$ cat src/hdl/pidsc_pkg.sv
// ----------------------------------------------------------------------------
// pidsc_pkg
// shared widths, constants, register codes and payload types of the clamped
// pid speed controller
// ----------------------------------------------------------------------------
`timescale 1ns / 1ps

package pidsc_pkg;

  localparam int SAMPLE_W   = 16;
  localparam int ERR_W      = SAMPLE_W + 1;
  localparam int DIFF_W     = SAMPLE_W + 2;
  localparam int SUM_W      = 32;
  localparam int GAIN_W     = 16;
  localparam int LIM_W      = 15;
  localparam int DUTY_W     = 16;
  localparam int PROD_P_W   = GAIN_W + ERR_W;
  localparam int PROD_I_W   = GAIN_W + SUM_W;
  localparam int PROD_D_W   = GAIN_W + DIFF_W;
  localparam int ACC_W      = PROD_I_W + 2;
  localparam int PROD_SHIFT = 6;
  localparam int CMD_W      = ACC_W - PROD_SHIFT;
  localparam int ROUND_HALF = 32;
  localparam int ADDR_W     = 4;
  localparam int DATA_W     = 32;
  localparam int QUEUE_W    = 2;

  localparam logic [LIM_W-1:0] DUTY_ONE = LIM_W'(16384);

  localparam logic signed [GAIN_W-1:0] GAIN_P_RST = GAIN_W'(410);
  localparam logic signed [GAIN_W-1:0] GAIN_I_RST = GAIN_W'(41);
  localparam logic signed [GAIN_W-1:0] GAIN_D_RST = GAIN_W'(82);

  localparam logic signed [SUM_W-1:0] SUM_MAX = {1'b0, {(SUM_W-1){1'b1}}};
  localparam logic signed [SUM_W-1:0] SUM_MIN = {1'b1, {(SUM_W-1){1'b0}}};

  typedef enum logic [1:0] {
    REG_GAIN_P     = 2'd0,
    REG_GAIN_I     = 2'd1,
    REG_GAIN_D     = 2'd2,
    REG_DUTY_LIMIT = 2'd3
  } reg_idx_t;

  typedef struct packed {
    logic signed [SAMPLE_W-1:0] target_speed;
    logic signed [SAMPLE_W-1:0] measured_speed;
  } in_item_t;

  typedef struct packed {
    logic signed [DUTY_W-1:0] duty;
    logic                     clamped;
  } out_item_t;

  // one classified sample: error, difference and saturated running sum
  typedef struct packed {
    logic signed [ERR_W-1:0]  err;
    logic signed [DIFF_W-1:0] diff;
    logic signed [SUM_W-1:0]  sum;
  } work_t;

  typedef struct packed {
    logic signed [GAIN_W-1:0] gain_p;
    logic signed [GAIN_W-1:0] gain_i;
    logic signed [GAIN_W-1:0] gain_d;
    logic [LIM_W-1:0]         duty_limit;
  } cfg_t;

  // back end takes the queue head
  typedef struct packed {
    logic pop;
  } q_ctl_t;

endpackage

$ cat src/hdl/pidsc_front.sv
// ----------------------------------------------------------------------------
// pidsc_front
// takes speed samples, forms error, difference and saturated error sum, and
// keeps the controller state
// ----------------------------------------------------------------------------
`timescale 1ns / 1ps

module pidsc_front (
  input  logic                 clk,
  input  logic                 rst_n,
  input  logic                 in_valid,
  output logic                 in_ready,
  input  pidsc_pkg::in_item_t  in_data,
  input  logic                 q_full,
  output logic                 push,
  output pidsc_pkg::work_t     work
);

  logic signed [pidsc_pkg::ERR_W-1:0] prev_err_r, prev_err_nxt;
  logic signed [pidsc_pkg::SUM_W-1:0] err_sum_r, err_sum_nxt;
  logic signed [pidsc_pkg::ERR_W-1:0] err;
  logic signed [pidsc_pkg::DIFF_W-1:0] diff;
  logic signed [pidsc_pkg::SUM_W:0]   sum_wide;
  logic signed [pidsc_pkg::SUM_W-1:0] sum_sat;

  assign in_ready = !q_full;
  assign push     = in_valid && in_ready;

  always_comb begin
    err  = pidsc_pkg::ERR_W'(in_data.target_speed) - pidsc_pkg::ERR_W'(in_data.measured_speed);
    diff = pidsc_pkg::DIFF_W'(err) - pidsc_pkg::DIFF_W'(prev_err_r);
    sum_wide = (pidsc_pkg::SUM_W+1)'(err_sum_r) + (pidsc_pkg::SUM_W+1)'(err);
    // overflow when the two top bits disagree
    if (sum_wide[pidsc_pkg::SUM_W] != sum_wide[pidsc_pkg::SUM_W-1]) begin
      sum_sat = sum_wide[pidsc_pkg::SUM_W] ? pidsc_pkg::SUM_MIN : pidsc_pkg::SUM_MAX;
    end else begin
      sum_sat = sum_wide[pidsc_pkg::SUM_W-1:0];
    end
    work.err  = err;
    work.diff = diff;
    work.sum  = sum_sat;
    prev_err_nxt = push ? err : prev_err_r;
    err_sum_nxt  = push ? sum_sat : err_sum_r;
  end

  always_ff @(posedge clk) begin
    if (!rst_n) begin
      prev_err_r <= '0;
      err_sum_r  <= '0;
    end else begin
      prev_err_r <= prev_err_nxt;
      err_sum_r  <= err_sum_nxt;
    end
  end

endmodule

$ cat src/hdl/pidsc_queue.sv
// ----------------------------------------------------------------------------
// pidsc_queue
// two-entry queue of classified samples between front and back end
// ----------------------------------------------------------------------------
`timescale 1ns / 1ps

module pidsc_queue (
  input  logic                 clk,
  input  logic                 rst_n,
  input  logic                 push,
  input  pidsc_pkg::work_t     wr_data,
  output logic                 full,
  input  pidsc_pkg::q_ctl_t    ctl,
  output logic                 q_valid,
  output pidsc_pkg::work_t     rd_data
);

  pidsc_pkg::work_t                  entry_r [pidsc_pkg::QUEUE_W];
  logic                              wr_ptr_r, wr_ptr_nxt;
  logic                              rd_ptr_r, rd_ptr_nxt;
  logic [1:0]                        cnt_r, cnt_nxt;

  assign full    = (cnt_r == 2'(pidsc_pkg::QUEUE_W));
  assign q_valid = (cnt_r != 2'd0);
  assign rd_data = entry_r[rd_ptr_r];

  always_comb begin
    wr_ptr_nxt = push ? !wr_ptr_r : wr_ptr_r;
    rd_ptr_nxt = ctl.pop ? !rd_ptr_r : rd_ptr_r;
    cnt_nxt    = cnt_r + 2'(push) - 2'(ctl.pop);
  end

  always_ff @(posedge clk) begin
    if (push) begin
      entry_r[wr_ptr_r] <= wr_data;
    end
  end

  always_ff @(posedge clk) begin
    if (!rst_n) begin
      wr_ptr_r <= 1'b0;
      rd_ptr_r <= 1'b0;
      cnt_r    <= '0;
    end else begin
      wr_ptr_r <= wr_ptr_nxt;
      rd_ptr_r <= rd_ptr_nxt;
      cnt_r    <= cnt_nxt;
    end
  end

  a_cnt_bound: assert property (@(posedge clk) disable iff (!rst_n)
    cnt_r <= 2'(pidsc_pkg::QUEUE_W))
    else $error("queue count out of range");

  a_cnt_grow: assert property (@(posedge clk) disable iff (!rst_n)
    (push && !ctl.pop) |=> (cnt_r == $past(cnt_r) + 2'd1))
    else $error("queue count did not grow on push");

endmodule

$ cat src/hdl/pidsc_back.sv
// ----------------------------------------------------------------------------
// pidsc_back
// gain multiply, sum and round, clamp; three register stages with stall
// ----------------------------------------------------------------------------
`timescale 1ns / 1ps

module pidsc_back (
  input  logic                 clk,
  input  logic                 rst_n,
  input  pidsc_pkg::cfg_t      cfg,
  input  logic                 q_valid,
  input  pidsc_pkg::work_t     work,
  output pidsc_pkg::q_ctl_t    ctl,
  output logic                 out_valid,
  input  logic                 out_ready,
  output pidsc_pkg::out_item_t out_data
);

  // multiply stage
  logic                                   mul_vld_r, mul_vld_nxt;
  logic signed [pidsc_pkg::PROD_P_W-1:0]  prod_p_r, prod_p_nxt;
  logic signed [pidsc_pkg::PROD_I_W-1:0]  prod_i_r, prod_i_nxt;
  logic signed [pidsc_pkg::PROD_D_W-1:0]  prod_d_r, prod_d_nxt;
  // sum and round stage
  logic                                   cmd_vld_r, cmd_vld_nxt;
  logic signed [pidsc_pkg::CMD_W-1:0]     cmd_r, cmd_nxt;
  logic signed [pidsc_pkg::ACC_W-1:0]     acc;
  // output stage
  logic                                   out_vld_r, out_vld_nxt;
  pidsc_pkg::out_item_t                   out_r, out_nxt;
  logic [pidsc_pkg::LIM_W-1:0]            lim;
  logic signed [pidsc_pkg::CMD_W-1:0]     lim_pos, lim_neg;

  logic adv_out, adv_cmd, adv_mul;

  assign adv_out = !out_vld_r || out_ready;
  assign adv_cmd = !cmd_vld_r || adv_out;
  assign adv_mul = !mul_vld_r || adv_cmd;

  assign ctl.pop   = q_valid && adv_mul;

  assign out_valid = out_vld_r;
  assign out_data  = out_r;

  always_comb begin
    prod_p_nxt = prod_p_r;
    prod_i_nxt = prod_i_r;
    prod_d_nxt = prod_d_r;
    mul_vld_nxt = mul_vld_r;
    if (adv_mul) begin
      mul_vld_nxt = q_valid;
      prod_p_nxt  = pidsc_pkg::PROD_P_W'(cfg.gain_p) * pidsc_pkg::PROD_P_W'(work.err);
      prod_i_nxt  = pidsc_pkg::PROD_I_W'(cfg.gain_i) * pidsc_pkg::PROD_I_W'(work.sum);
      prod_d_nxt  = pidsc_pkg::PROD_D_W'(cfg.gain_d) * pidsc_pkg::PROD_D_W'(work.diff);
    end
  end

  always_comb begin
    acc = pidsc_pkg::ACC_W'(prod_p_r) + pidsc_pkg::ACC_W'(prod_i_r)
        + pidsc_pkg::ACC_W'(prod_d_r) + pidsc_pkg::ACC_W'(pidsc_pkg::ROUND_HALF);
    cmd_nxt     = cmd_r;
    cmd_vld_nxt = cmd_vld_r;
    if (adv_cmd) begin
      cmd_vld_nxt = mul_vld_r;
      // floor shift after the half-step bias: round half up
      cmd_nxt     = pidsc_pkg::CMD_W'(acc >>> pidsc_pkg::PROD_SHIFT);
    end
  end

  always_comb begin
    lim     = (cfg.duty_limit > pidsc_pkg::DUTY_ONE) ? pidsc_pkg::DUTY_ONE : cfg.duty_limit;
    lim_pos = pidsc_pkg::CMD_W'(lim);
    lim_neg = -lim_pos;
    out_nxt     = out_r;
    out_vld_nxt = out_vld_r;
    if (adv_out) begin
      out_vld_nxt = cmd_vld_r;
      if (cmd_r > lim_pos) begin
        out_nxt.duty    = pidsc_pkg::DUTY_W'(lim_pos);
        out_nxt.clamped = 1'b1;
      end else if (cmd_r < lim_neg) begin
        out_nxt.duty    = pidsc_pkg::DUTY_W'(lim_neg);
        out_nxt.clamped = 1'b1;
      end else begin
        out_nxt.duty    = pidsc_pkg::DUTY_W'(cmd_r);
        out_nxt.clamped = 1'b0;
      end
    end
  end

  always_ff @(posedge clk) begin
    prod_p_r <= prod_p_nxt;
    prod_i_r <= prod_i_nxt;
    prod_d_r <= prod_d_nxt;
    cmd_r    <= cmd_nxt;
    out_r    <= out_nxt;
  end

  always_ff @(posedge clk) begin
    if (!rst_n) begin
      mul_vld_r <= 1'b0;
      cmd_vld_r <= 1'b0;
      out_vld_r <= 1'b0;
    end else begin
      mul_vld_r <= mul_vld_nxt;
      cmd_vld_r <= cmd_vld_nxt;
      out_vld_r <= out_vld_nxt;
    end
  end

  a_duty_range: assert property (@(posedge clk) disable iff (!rst_n)
    out_vld_r |-> (out_r.duty <= 16'sd16384 && out_r.duty >= -16'sd16384))
    else $error("duty beyond full scale");

  a_cmd_hold: assert property (@(posedge clk) disable iff (!rst_n)
    (cmd_vld_r && !adv_out) |=> (cmd_vld_r && $stable(cmd_r)))
    else $error("round stage lost a stalled sample");

endmodule

$ cat src/hdl/pid_speed_controller_clamped_unit.sv
// ----------------------------------------------------------------------------
// pid_speed_controller_clamped_unit
// path: input transfer into a queue entry, then queue head into the multiply
// register, round register, clamp into the output register; the path stalls
// while out_ready is low
// throughput: one sample per cycle while out_ready stays high, set by the
// front end updating its state on every transfer; the back end pipeline keeps pace
// reset: synchronous active-low rst_n clears error state, queue and valids,
// and loads the default gains and a duty limit of 1.0
// ----------------------------------------------------------------------------
`timescale 1ns / 1ps

module pid_speed_controller_clamped_unit (
  input  logic                             clk,
  input  logic                             rst_n,
  // sample input channel
  input  logic                             in_valid,
  output logic                             in_ready,
  input  pidsc_pkg::in_item_t              in_data,
  // duty result channel
  output logic                             out_valid,
  input  logic                             out_ready,
  output pidsc_pkg::out_item_t             out_data,
  // apb-style register port
  input  logic                             cfg_psel,
  input  logic                             cfg_penable,
  input  logic                             cfg_pwrite,
  input  logic [pidsc_pkg::ADDR_W-1:0]     cfg_paddr,
  input  logic [pidsc_pkg::DATA_W-1:0]     cfg_pwdata,
  output logic [pidsc_pkg::DATA_W-1:0]     cfg_prdata,
  output logic                             cfg_pready
);

  // configuration registers; the user must write them only while the datapath is idle, the block does not enforce it
  logic signed [pidsc_pkg::GAIN_W-1:0] gain_p_r, gain_p_nxt;
  logic signed [pidsc_pkg::GAIN_W-1:0] gain_i_r, gain_i_nxt;
  logic signed [pidsc_pkg::GAIN_W-1:0] gain_d_r, gain_d_nxt;
  logic [pidsc_pkg::LIM_W-1:0]         duty_limit_r, duty_limit_nxt;

  pidsc_pkg::cfg_t     cfg;
  pidsc_pkg::reg_idx_t reg_sel;
  logic                wr_en;

  // front to queue
  logic                q_push;
  logic                q_full;
  pidsc_pkg::work_t    q_wr_data;
  // queue to back
  logic                q_valid;
  pidsc_pkg::work_t    q_rd_data;
  pidsc_pkg::q_ctl_t   q_ctl;

  // register access: word address in bits 3:2, write on the access phase
  assign cfg_pready = 1'b1;
  assign reg_sel    = pidsc_pkg::reg_idx_t'(cfg_paddr[3:2]);
  assign wr_en      = cfg_psel && cfg_penable && cfg_pwrite && cfg_pready;

  always_comb begin
    gain_p_nxt     = gain_p_r;
    gain_i_nxt     = gain_i_r;
    gain_d_nxt     = gain_d_r;
    duty_limit_nxt = duty_limit_r;
    if (wr_en) begin
      unique case (reg_sel)
        pidsc_pkg::REG_GAIN_P:     gain_p_nxt     = cfg_pwdata[pidsc_pkg::GAIN_W-1:0];
        pidsc_pkg::REG_GAIN_I:     gain_i_nxt     = cfg_pwdata[pidsc_pkg::GAIN_W-1:0];
        pidsc_pkg::REG_GAIN_D:     gain_d_nxt     = cfg_pwdata[pidsc_pkg::GAIN_W-1:0];
        pidsc_pkg::REG_DUTY_LIMIT: duty_limit_nxt = cfg_pwdata[pidsc_pkg::LIM_W-1:0];
        default: ;
      endcase
    end
  end

  // read back the raw register contents, zero extended
  always_comb begin
    unique case (reg_sel)
      pidsc_pkg::REG_GAIN_P:     cfg_prdata = pidsc_pkg::DATA_W'(unsigned'(gain_p_r));
      pidsc_pkg::REG_GAIN_I:     cfg_prdata = pidsc_pkg::DATA_W'(unsigned'(gain_i_r));
      pidsc_pkg::REG_GAIN_D:     cfg_prdata = pidsc_pkg::DATA_W'(unsigned'(gain_d_r));
      pidsc_pkg::REG_DUTY_LIMIT: cfg_prdata = pidsc_pkg::DATA_W'(duty_limit_r);
      default:                   cfg_prdata = '0;
    endcase
  end

  always_ff @(posedge clk) begin
    if (!rst_n) begin
      gain_p_r     <= pidsc_pkg::GAIN_P_RST;
      gain_i_r     <= pidsc_pkg::GAIN_I_RST;
      gain_d_r     <= pidsc_pkg::GAIN_D_RST;
      duty_limit_r <= pidsc_pkg::DUTY_ONE;
    end else begin
      gain_p_r     <= gain_p_nxt;
      gain_i_r     <= gain_i_nxt;
      gain_d_r     <= gain_d_nxt;
      duty_limit_r <= duty_limit_nxt;
    end
  end

  assign cfg.gain_p     = gain_p_r;
  assign cfg.gain_i     = gain_i_r;
  assign cfg.gain_d     = gain_d_r;
  assign cfg.duty_limit = duty_limit_r;

  // front end: takes each transfer and advances the error state at once
  pidsc_front u_front (
    .clk      (clk),
    .rst_n    (rst_n),
    .in_valid (in_valid),
    .in_ready (in_ready),
    .in_data  (in_data),
    .q_full   (q_full),
    .push     (q_push),
    .work     (q_wr_data)
  );

  // short queue decouples input from a stalled result side
  pidsc_queue u_queue (
    .clk      (clk),
    .rst_n    (rst_n),
    .push     (q_push),
    .wr_data  (q_wr_data),
    .full     (q_full),
    .ctl      (q_ctl),
    .q_valid  (q_valid),
    .rd_data  (q_rd_data)
  );

  // back end: gains, rounding to q1.14, clamp, output register
  pidsc_back u_back (
    .clk       (clk),
    .rst_n     (rst_n),
    .cfg       (cfg),
    .q_valid   (q_valid),
    .work      (q_rd_data),
    .ctl       (q_ctl),
    .out_valid (out_valid),
    .out_ready (out_ready),
    .out_data  (out_data)
  );

endmodule

$ cat config.mk
export PLATFORM = sky130hd
export DESIGN_NAME = pid_speed_controller_clamped_unit
export DESIGN_NICKNAME = d
export VERILOG_FILES = /design/src/hdl/pidsc_pkg.sv /design/src/hdl/pidsc_front.sv /design/src/hdl/pidsc_queue.sv /design/src/hdl/pidsc_back.sv /design/src/hdl/pid_speed_controller_clamped_unit.sv
export SDC_FILE = /design/constraint.sdc
export NUM_CORES = 2
export LEC_CHECK = 0
export ABC_AREA = 1
export BUFFER_PORTS_ARGS = -buffer_cell sky130_fd_sc_hd__buf_2
export CAP_MARGIN = 15
export CORE_ASPECT_RATIO = 0.9
export CORE_MARGIN = 1.5
export CORE_UTILIZATION = 44
export DETAILED_ROUTE_END_ITERATION = 8
export MAX_ROUTING_LAYER = met4
export PLACE_DENSITY_LB_ADDON = 0.08
export SYNTH_ARGS = -nofsm -noshare
export SYNTH_HDL_FRONTEND = slang
export SYNTH_HIERARCHICAL = 1
export SYNTH_SLANG_ARGS = --single-unit
$ cat constraint.sdc
create_clock -name clk -period 6.3 [get_ports clk]
set_clock_uncertainty 0.1 [all_clocks]
set_input_delay 0.945 -clock clk [delete_from_list [all_inputs] [get_ports clk]]
set_output_delay 0.945 -clock clk [all_outputs]
set_load 0.05 [all_outputs]
* Yosys cells after proc, flatten, opt, wreduce, memory -nomap -nowiden
Memory sizes are Yosys's and may differ from the RTL's. A register that Yosys moved wholly into a read port is not among the register bits.
Index checks and enable logic that the tools add are counted.
** Cells by class
- $mul :: 3
- Equality and inequality tests :: 5
- Add/subtract/negate cells :: 9
- Reduce and logical (&&, ||, !) cells :: 19
- Magnitude comparators :: 3
- Mux-type cells :: 10
** Operators with widths (count)
- $pmux W32 S4 :: 1
- $mux W32 :: 2
- $add A49 B34 Y50 :: 1
- $add A50 B7 Y50 const B :: 1
- $add A33 B48 Y49 :: 1
- $mul A16 B32 Y48 :: 1
- $gt A44 B16 Y1 :: 1
- $lt A44 B44 Y1 :: 1
- $neg A15 Y44 :: 1
- $mul A16 B18 Y34 :: 1
- $add A32 B17 Y33 :: 1
- $mul A16 B17 Y33 :: 1
- $sub A17 B17 Y18 :: 1
- $mux W17 :: 1
- $sub A16 B16 Y17 :: 1
- $mux W16 :: 1
- $gt A15 B15 Y1 const B :: 1
- $mux W15 :: 1
- $reduce_and A2 Y1 :: 4
- $eq A2 B2 Y1 const B :: 3
- $logic_not A1 Y1 :: 6
- $logic_and A1 B1 Y1 :: 4
- $mux W1 :: 4
- $logic_or A1 B1 Y1 :: 3
- 6 further kinds :: 6
** Word-level totals
- Bits in writable memories :: 134
- Register bits after elaboration :: 295
- Memories kept :: 1
- Output and inout bits :: 52
** Memory list
- u_queue.entry_r :: depth 2, width 67, read ports 1, clocked after memory_dff 1, wr ports 1, line pidsc_queue.sv:18 : pidsc_pkg::work_t entry_r [pidsc_pkg::QUEUE_W];

* Depth between registers and ports, before layout
- Word-level depth :: 7
- Gate-level depth with buffers :: 32
- Gate-level depth less buffers :: 30

* Hierarchy
Netlist, hierarchy kept.
** Modules (own cells, without submodules)
- pidsc_back :: cells an instance 6587, times used 1, area each 53336.2 µm²
- pidsc_front :: cells an instance 1027, times used 1, area each 6030.8 µm²
- pidsc_queue :: cells an instance 241, times used 1, area each 5172.5 µm²
- pid_speed_controller_clamped_unit :: cells an instance 465, times used 1, area each 3019.1 µm²

* Worst setup path after synthesis
OpenSTA, ideal clock, no wires.
- Path kind :: flip-flop to flip-flop
- Start :: register with a tool-made name
- End :: register u_back/prod_p_r[32] in the netlist's numbering, data pin
- Clock period less this slack :: 6.447 ns
- Required time :: 5.937 ns
- Cell stages (with the launch flop) :: 25
- Path slack :: -0.147 ns
- Arrival :: 6.085 ns
- Cells stage by stage :: dfxtp_1 -> buf_4 -> mux2_2 -> clkbuf_1 -> nand2_1 -> inv_1 -> fa_1 -> fa_1 -> inv_1 -> fa_1 -> fa_1 -> inv_1 -> fa_1 -> inv_1 -> fa_1 -> inv_1 -> ha_1 -> nand2_1 -> nor2_1 -> inv_1 -> nor2_1 -> inv_1 -> nor2_1 -> a21oi_1 -> xor2_1
** RTL lines
- to (signal assigned) :: line pidsc_back.sv:92 : prod_p_r <= prod_p_nxt;
- to (decl) :: line pidsc_back.sv:21 : logic signed [pidsc_pkg::PROD_P_W-1:0] prod_p_r, prod_p_nxt;

==> implementation parameters <==
Parameter                              Value

Status
  Outcome ... finished, violations left
  Violations in the final reports ... setup timing

Die
  Die outline width ... 416 um
  Site Rows ... ~140
  Initial cell density of the core ... 0.443
  Overall die area ... 0.156 sq mm
  Core Area ... 0.153 sq mm
  Number of top-level pins ... 127
  Overall die height ... ~370 um

STA
  Hold Violations, Final ... 0
  Maximum clock rate ... between 150 and 200 MHz
  Setup repair after global routing missed its margin ... yes
  Final Setup Violations ... 19
  Normalized max-slew margin ... 0.241
  Final Hold Slack ... 0.380 ns
  Minimum clock period after layout ... 6.41 ns
  Final Cycle Share ... 1.02
  Total count of max-transition violations in the final report ... 0
  Least setup slack across all paths after layout ... -0.106 ns
  Least-Margin Pin Slew ... about 1.1 ns

Worst setup path
  CP arrival ... 6.70 ns
  Endpoint required time on the critical path ... 6.59 ns
  Peak per-stage delay on the critical path ... 0.57 ns
  Endpoint class of the critical path ... flop
  Critical path class ... flop to flop
  Critical-path cell with the highest stage delay ... sky130_fd_sc_hd__fa_1
  Worst setup SP type ... flop
  Largest fanout on the critical path ... 8
  Critical path's most frequent cell ... sky130_fd_sc_hd__fa_1

Layout
  Number of antenna cells inserted ... 0
  Fillers ... about 15000
  Count of placed standard cells in the final layout, fillers left out ... 10879
  Flip-flop and latch area ... 0.0117 sq mm
  Final net count ... 10515
  Most common cell after layout, fill and taps aside ... sky130_fd_sc_hd__inv_1
  Area of the multi-input gates ... 0.0492 sq mm
  Area Growth Syn to Fin ... 17.5%
  Fin util ... 0.520
  Fraction of final layout cells with drive strength greater than 1 ... 0.161
  Highest-count cells in the layout ignoring fill and taps ... 2009 x sky130_fd_sc_hd__inv_1, 1935 x sky130_fd_sc_hd__nand2_1, 1074 x sky130_fd_sc_hd__fa_1

Clock tree
  H-tree depth ... 2
  Clock edge transition at the registers on the reported setup and hold paths ... 0.07 ns
  Number of clock buffers inserted by TritonCTS ... 53
  Clock Sinks ... 430
  Latest clock arrival within the worst-skew pair ... 0.69 ns
  Root Buffer Master ... sky130_fd_sc_hd__clkbuf_16
  Buffer levels on the longest clock path ... 3
  TritonCTS clock tree ... yes

Synthesis
  Number of synthesized flops with an enable pin ... 310
  Number of warnings reported in the yosys synthesis log ... 6
  Synthesized netlist cell count ... 8320
  Post-synthesis sequential area ratio ... 0.173
  Area share of the leading cell type in the synthesized netlist ... 0.327
  Mean instance size in the synthesized netlist ... 8.12 sq um
  FF+latch count, synth ... 430
  Fraction of synthesis flops using an asynchronous set or reset pin ... 0
  Unique cell type count in the Yosys netlist ... 56
  Cell taking the most area after synthesis ... sky130_fd_sc_hd__fa_1
  Main flop type after synthesis ... sky130_fd_sc_hd__edfxtp_1
  Most area-consuming cells after synthesis ... sky130_fd_sc_hd__fa_1 33%, sky130_fd_sc_hd__edfxtp_1 14%, sky130_fd_sc_hd__inv_1 12%
  Total standard cell area after synthesis ... 0.0676 sq mm

Global route
  Congestion Overflow GR ... 0
  Number of global-route vias before repair ... 56379
  Total GRT Usage ... 0.268
  Maximum number of pins on one net before global-route repair ... 79
  Routing usage on met3 ... 0.0240
  Met1 usage in global routing ... 0.365
  Global-route wire length before repair ... between 300000 and 400000 um
  M2 GR Usage ... 0.433
  Busiest layer in global routing ... met2
  Initial antenna violation count ... 2

Drt
  Iteration-0 DRC count of the detailed router ... 3384
  Avg Vias per Cell ... 4.95
  Number of nets with antenna violations after routing ... 0
  Average wire per standard cell ... 18.5 um
  Post-detailed-route DRC marker count ... 0
  Vias ... ~54000
  Total length of routed wires ... 202000 um
  Number of optimization iterations in the first detailed-route pass ... 7

Place
  Pre-CTS worst setup slack ... -0.304 ns
  # placed instances ... 10718
  HPWL after detailed placement ... 169000 um
  Input/output buffers ... 91
  Final weighted congestion of routability-driven global placement ... 0.926

Worst hold path
  Path type of the worst min-delay path ... flop to flop

Run
  Number of violations of the max-capacitance limit ... 0
==> worst max-delay path, delay by kind of cell, from the launching register on <==
kind | cells | cell delay (ns)
fa+ha+maj | 7 | 3.16
buf+inv | 10 | 1.05
compound gates | 1 | 0.20
flops | 1 | 0.36
mux | 1 | 0.35
xor+xnor | 1 | 0.22
simple gates | 7 | 0.66
==> metrics by stage <==
step           cell area (sq um)  TNS (ns)
6_report                   79400    -0.720
3_3_place_gp               74300     -6.96
3_5_place_dp               74300     -8.14
2_1_floorplan              67600         0
5_1_grt                    79400    -13.44
4_1_cts                    77000    -0.913
==> kinds of logic after synthesis <==
kind of cell	after synthesis	synth area share
muxes	67	0.0128
xor gates and xnor gates	208	0.0270
buffers and inverters	2390	0.136
adders and majority gates	1607	0.420
and+or+nand+nor	3007	0.180
other	2	0.000111
AOI/OAI and AO/OA	609	0.0506
DFF	430	0.173
==> final cells by class <==
class,count,area share
flip-flops and latches,430,0.148
clock inverters,39,0.00503
clock buffers,61,0.0175
well taps,2001,0.0315
multi-input cells,5521,0.620
inverters,2086,0.0987
repair buffers,741,0.0800
==> cell usage after synthesis (15+ instances only) <==
master	instances
sky130_fd_sc_hd__o21bai_1	39
sky130_fd_sc_hd__a31oi_1	18
sky130_fd_sc_hd__nor3_1	37
sky130_fd_sc_hd__inv_1	2080
sky130_fd_sc_hd__nand3_1	257
sky130_fd_sc_hd__ha_1	505
sky130_fd_sc_hd__nor2_1	557
sky130_fd_sc_hd__or2_2	22
sky130_fd_sc_hd__clkbuf_1	241
sky130_fd_sc_hd__nand4_1	48
sky130_fd_sc_hd__mux2_4	30
sky130_fd_sc_hd__fa_1	1102
sky130_fd_sc_hd__buf_4	21
sky130_fd_sc_hd__xnor2_1	68
sky130_fd_sc_hd__a21o_1	26
sky130_fd_sc_hd__nand2_1	2007
sky130_fd_sc_hd__xor2_1	140
sky130_fd_sc_hd__nor4_1	15
sky130_fd_sc_hd__buf_2	22
sky130_fd_sc_hd__edfxtp_1	310
sky130_fd_sc_hd__a21oi_1	302
sky130_fd_sc_hd__mux2_2	37
sky130_fd_sc_hd__dfxtp_1	120
sky130_fd_sc_hd__o21ai_0	151
==> what timing repair did <==
action,4_1_cts,5_1_grt
setup buffers,12,53
setup endpoints to repair,71,79
hold buffers,0,0
pin swaps,44,241
gates cloned,3,3
gates resized for setup,160,508
==> final timing paths <==
kind / slack (ns) / from / to / cells past startpoint
max: -0.11 / flop / u_back/prod_d_r[32] / 27
min: 0.38 / u_front/prev_err_r[2] / u_front/prev_err_r[2] / 2
max reg2reg: -0.11 / flop / u_back/prod_d_r[32] / 27
min reg2reg: 0.38 / u_front/prev_err_r[2] / u_front/prev_err_r[2] / 2
==> sequential cells by signal (all words and copies together), names as in the netlist, named ones only <==
signal and count:
u_front/err_sum_r 32, u_front/prev_err_r 17, u_back/out_data 17, u_queue/cnt_r 2, u_back/out_valid 1, u_back/cmd_r 44
gain_p_r 16, gain_d_r 16, gain_i_r 16, u_back/mul_vld_r 1, u_back/prod_p_r 33, u_back/prod_i_r 48
u_queue/entry_r 134, u_back/prod_d_r 34, u_queue/wr_ptr_r 1, u_back/cmd_vld_r 1, duty_limit_r 15, u_queue/rd_ptr_r 1
==> layer usage <==
metal	wire, um	share of wire	vias to the layer above
met1	92700	0.46	26633
met2	93600	0.46	1204
li1	-	-	25777
met5	0	0	-
met3	9640	0.048	230
met4	5580	0.028	0
Power is left out: the tool's default activity adds up to more than one toggle a clock period on the data nets, which glitch-free logic cannot reach.
